**config.mk**
```make
export PLATFORM = sky130hd
export DESIGN_NAME = sacl_front
export DESIGN_NICKNAME = d
export VERILOG_FILES = /design/src/sacl_pkg.sv /design/src/sacl_front.sv
export SDC_FILE = /design/constraint.sdc
export NUM_CORES = 1
export LEC_CHECK = 0
export ABC_AREA = 1
export BUFFER_PORTS_ARGS = -buffer_cell sky130_fd_sc_hd__buf_2
export CAP_MARGIN = 10
export CORE_MARGIN = 1
export CORE_UTILIZATION = 25
export CTS_CLUSTER_DIAMETER = 80
export DETAILED_ROUTE_END_ITERATION = 8
export GPL_TIMING_DRIVEN = 1
export PLACE_DENSITY = 0.42
export SYNTH_ARGS = -nofsm -noshare
export SYNTH_HDL_FRONTEND = slang
export SYNTH_SLANG_ARGS = --single-unit
```
**constraint.sdc**
```tcl
create_clock -name clk_i -period 3.3 [get_ports clk_i]
set_input_delay 0.165 -clock clk_i [delete_from_list [all_inputs] [get_ports clk_i]]
set_output_delay 0.165 -clock clk_i [all_outputs]
set_load 0.01 [all_outputs]
```
**src/sacl_pkg.sv**
```systemverilog
`timescale 1ns / 1ps
package sacl_pkg;
  localparam int NUM_WAYS = 8;
  localparam int NUM_SETS = 1024;
  localparam int ADDR_W   = 32;
  localparam int SET_W    = 10;
  localparam int WAY_W    = 3;
  localparam int CNT_W    = 32;
  localparam int TAG_W    = 32;
  localparam int WAYS_W   = 4;
  localparam int OFF_W    = 5;
  localparam int SETB_W   = 4;
  localparam int MAX_OFF  = 16;
  localparam int MAX_SETB = 10;
  localparam int PADDR_W  = 4;
  localparam int PDATA_W  = 32;

  localparam logic [1:0] REG_WAYS = 2'd0;
  localparam logic [1:0] REG_OFF  = 2'd1;
  localparam logic [1:0] REG_SETB = 2'd2;

  typedef struct packed {
    logic             vld;
    logic [TAG_W-1:0] tag;
    logic [CNT_W-1:0] stamp;
  } way_t;

  typedef way_t [NUM_WAYS-1:0] row_t;

  localparam int ROW_W = $bits(row_t);

  typedef struct packed {
    logic [SET_W-1:0] set;
    logic [TAG_W-1:0] tag;
  } req_t;
endpackage

```
**src/sacl_front.sv**
```systemverilog
`timescale 1ns / 1ps
module sacl_front (
  input  logic                           clk_i,
  input  logic                           rst_ni,
  input  logic                           push,
  output logic                           full,
  input  logic [sacl_pkg::ADDR_W-1:0]    address_i,
  input  logic [sacl_pkg::OFF_W-1:0]     offset_bits_i,
  input  logic [sacl_pkg::SETB_W-1:0]    set_bits_i,
  input  logic                           busy_i,
  input  logic                           req_pop_i,
  output logic                           req_valid_o,
  output sacl_pkg::req_t                 req_o
);
  import sacl_pkg::*;

  logic [OFF_W-1:0]  off;
  logic [SETB_W-1:0] sb;
  logic [5:0]        shamt;
  logic [ADDR_W-1:0] shifted;
  logic [SET_W-1:0]  set_mask;
  req_t              dec;
  req_t              q_q [2];
  logic              wr_ptr_q, rd_ptr_q;
  logic [1:0]        cnt_q;
  logic              do_push, do_pop;

  always_comb begin
    off      = (offset_bits_i > OFF_W'(MAX_OFF)) ? OFF_W'(MAX_OFF) : offset_bits_i;
    sb       = (set_bits_i > SETB_W'(MAX_SETB)) ? SETB_W'(MAX_SETB) : set_bits_i;
    shamt    = {1'b0, off} + {2'b00, sb};
    shifted  = address_i >> off;
    set_mask = ~({SET_W{1'b1}} << sb);
    dec.set  = shifted[SET_W-1:0] & set_mask;
    dec.tag  = TAG_W'(address_i >> shamt);
  end

  assign full        = (cnt_q == 2'd2) || busy_i;
  assign do_push     = push && !full;
  assign req_valid_o = (cnt_q != 2'd0);
  assign do_pop      = req_pop_i && req_valid_o;
  assign req_o       = q_q[rd_ptr_q];

  always_ff @(posedge clk_i) begin
    if (do_push) begin
      q_q[wr_ptr_q] <= dec;
    end
  end

  always_ff @(posedge clk_i or negedge rst_ni) begin
    if (!rst_ni) begin
      wr_ptr_q <= 1'b0;
      rd_ptr_q <= 1'b0;
      cnt_q    <= 2'd0;
    end else begin
      if (do_push) wr_ptr_q <= !wr_ptr_q;
      if (do_pop) rd_ptr_q <= !rd_ptr_q;
      case ({do_push, do_pop})
        2'b10:   cnt_q <= cnt_q + 2'd1;
        2'b01:   cnt_q <= cnt_q - 2'd1;
        default: cnt_q <= cnt_q;
      endcase
    end
  end
endmodule

```
==> metrics.md <==
| Metric | Value |
|---|---|
| DRT Pass-1 Iters | `5` |
| Avg Cell Area, Syn | `6.733 sq um` |
| Clock buffer depth | `2` |
| Share of post-route cells with drive strength above 1 | `14.95%` |
| Pwr/cell area | `591.6 mW/mm^2` |
| Clock sink total | `88` |
| Wire length of the first global-routing pass | `33,230 microns` |
| I/O Buffers | `89` |
| Top Usage Layer GRT | `met2` |
| Synth top area share | `38.39%` |
| Critical Path Start Type | `primary input` |
| IO Pins | `90` |
| Filler cells | `2,855` |
| Post-synth EDFFs | `84` |
| Synthesized instance count | `976` |
| Synth Flop Type | `edfxtp_1` |
| Initial antenna violation count | `0` |
| Sequential Area | `0.002623 sq mm` |
| Syn nets | `1,027` |
| Core ar. | `0.02547 sq mm` |
| Hold_ws | `0.1182 ns` |
| Vias in the first global route | `5,970` |
| Worst Path Required | `3.40 ns` |
| Static leakage | `3.680 nW` |
| Crit path DAT | `2.71 ns` |
| Hold path start | `req_pop_i` |
| CTS tree | `built` |
| Worst-Margin Slew | `0.5829 ns` |
| Worst-Skew Late Latency | `0.35 ns` |
| Peak VDD IR | `0.4529 mV` |
| Final min period | `2.615 ns` |
| Cell area after synthesis | `0.006571 sq mm` |
| Run status | `finished, final reports clean` |
| Post-route ant nets | `0` |
| Initial Util | `25.80%` |
| RSZ-0062 raised after global routing | `false` |
| Period Utilization, post-route | `79.24%` |
| Vias after detailed routing | `6,231` |
| Routed WL | `21,330 microns` |
| Area of the multi-input gates | `0.003401 sq mm` |
| Setup TNS | `0 ns` |
| Synth cell count leaders | `467 x nand2_1, 101 x o21ai_0, 84 x edfxtp_1` |
| 1st-iter DRT viols | `453` |
| Final setup violation count | `0` |
| Total of max-cap violations | `0` |
| Asr flop ratio synth | `4.545%` |
| Ys Warns | `0` |
| CP Launch Point | `offset_bits_i[2]` |
| FMAX | `382.4 MHz` |
| Die Wd | `164.1 microns` |
| Die H | `164.1 microns` |
| Crit path max fanout | `15` |
| Worst Hold Class | `primary input to flop` |
| Final HPWL from detailed placement | `16,390 microns` |
| Most common cell in the synthesized netlist | `nand2_1` |
| Area Growth Syn to Fin | `16.49%` |
| Global router's overall resource usage | `16.27%` |
| Seq/Total Area, Yosys | `39.91%` |
| Slowest cell delay on critical path | `0.36 ns` |
| Resize count post-CTS | `0` |
| GPL Wtd Cong | `0.8885` |
| Via/cell ratio | `4.515` |
| Global route overflow | `0` |
| ANT cells | `0` |
| Top post-synthesis cells by area | `edfxtp_1 38%, nand2_1 27%, o21ai_0 7.7%` |
| Post-CTS Setup Inserts | `0` |
| Final Hold Fails | `0` |
| Critical Path, Cell by Cell | `buf_2 -> nor2_4 -> nand2_2 -> nand2_4 -> nand2_2 -> inv_1 -> ha_1 -> ha_1 -> clkinv_1 -> buf_4 -> o21ai_0 -> o21ai_1 -> nand2_1 -> nand2_1 -> nor2_1 -> nor2_1` |
| Synth area leader | `edfxtp_1` |
| CTS H-Tree Depth | `3` |
| CTS Buf Count | `9` |
| Slew Limit Fails | `0` |
| Synth cell types | `37` |
| Nets | `1,096` |
| Final setup skew | `0.007574 ns` |
| Area of the die | `0.02694 sq mm` |
| Clock transition at path regs | `0.07 ns` |
| Max-slew headroom | `61.00%` |
| Global routing usage on met3 | `2.348%` |
| Critical path capture point type | `flop` |
| Root Driver | `clkbuf_16` |
| Reg2reg start | `cnt_q[0]` |
| Pin count of the biggest net entering global routing | `58` |
| Synth Register Bits | `88` |
| Met2 Track Usage GR | `26.37%` |
| Critical setup path kind | `primary input to flop` |
| Post-route insts no fill | `1,380` |
| Met1 GRT Util | `22.58%` |
| CP max stage cell | `ha_1` |
| Inst Count DP | `1,363` |
| Wire per inst | `15.46 microns` |
| DRC | `0` |
| Row count | `58` |
## flip-flops by register name (all words and copies together) (netlist names)
signal    count
q_q          84
cnt_q         2
rd_ptr_q      1
wr_ptr_q      1
## area by class of cell
type | count | area share [%]
multi-input combinational | 763 | 44.43
sequential | 88 | 34.26
timing repair buffer | 107 | 7.944
tap | 330 | 5.394
inverter | 76 | 3.727
clock buffer | 9 | 2.942
clock inverter | 7 | 1.308
## power by group
group | internal, mW | switching, mW | total (mW) | leakage (nW)
Combinational | 0.601 | 1.34 | 1.94 | 2.69
Clock | 0.671 | 0.433 | 1.10 | 0.161
Sequential | 1.44 | 0.0440 | 1.48 | 0.829
## critical path, delay by kind of cell
family / cells / cell delay, ns
AOI/OAI and AO/OA: 2 / 0.51
adders and majority gates: 2 / 0.58
buffers and inverters: 4 / 0.61
and+or+nand+nor: 8 / 0.83
## routing by layer
| layer | share of wire (%) | wire [microns] |
|---|---|---|
| met4 | 1.2 | 252 |
| met3 | 4.0 | 846 |
| met5 | 0 | 0 |
| met2 | 46 | 9778 |
| met1 | 49 | 10450 |
## cell usage in the layout, fill, tap and decap left out, types with 6 or more instances in the layout
master	count
a21oi_1	17
and2_1	6
buf_2	89
buf_4	15
clkbuf_16	9
edfxtp_1	84
inv_1	68
nand2_1	467
nand2_2	11
nand2_4	6
nand3_1	24
nor2_1	67
o211ai_1	11
o21ai_0	101
o21ai_1	14
## cell families (layout without fill, tap and decap cells)
kind of cell / Yosys count / after routing / share of synthesized area (%)
AND/OR/NAND/NOR: 596 / 596 / 36.71
AO/OA/AOI/OAI: 155 / 155 / 12.87
buffers and inverters: 125 / 199 / 8.568
flip-flops: 88 / 88 / 39.91
adder cells (fa/ha/maj): 5 / 5 / 0.9520
XOR/XNOR: 4 / 4 / 0.5332
multiplexers: 3 / 3 / 0.4570
## metrics by stage
step / power, mW / setup slack (ns) / area (sq um) / util [%]
CTS: 4.605 / 0.7148 / 7655 / 30.05
global route: 4.879 / 0.4847 / 7655 / 30.05
floorplan: 2.755 / 0.4352 / 6571 / -
global placement: 3.493 / 0.3710 / 7320 / 28.74
finish: 4.529 / 0.6851 / 7655 / 30.05
detailed placement: 3.487 / 0.3439 / 7320 / 28.74
## final timing paths
path	endpoint	slack [ns]	depth (start not counted)
hold / removal	rd_ptr_q	0.12	3
setup reg to reg	q_q[1][3]	1.50	5
max in group asynchronous	cnt_q[0]	3.03	2
min in group asynchronous	cnt_q[1]	0.15	2
setup / recovery	q_q[1][4]	0.69	16
hold reg to reg	cnt_q[0]	0.52	1
## what timing repair did
item,in CTS,in global routing
setup endpoints to repair,0,0
hold endpoints to repair,4,0
hold buffers,1,0
Power figures use the tool's default switching activity.
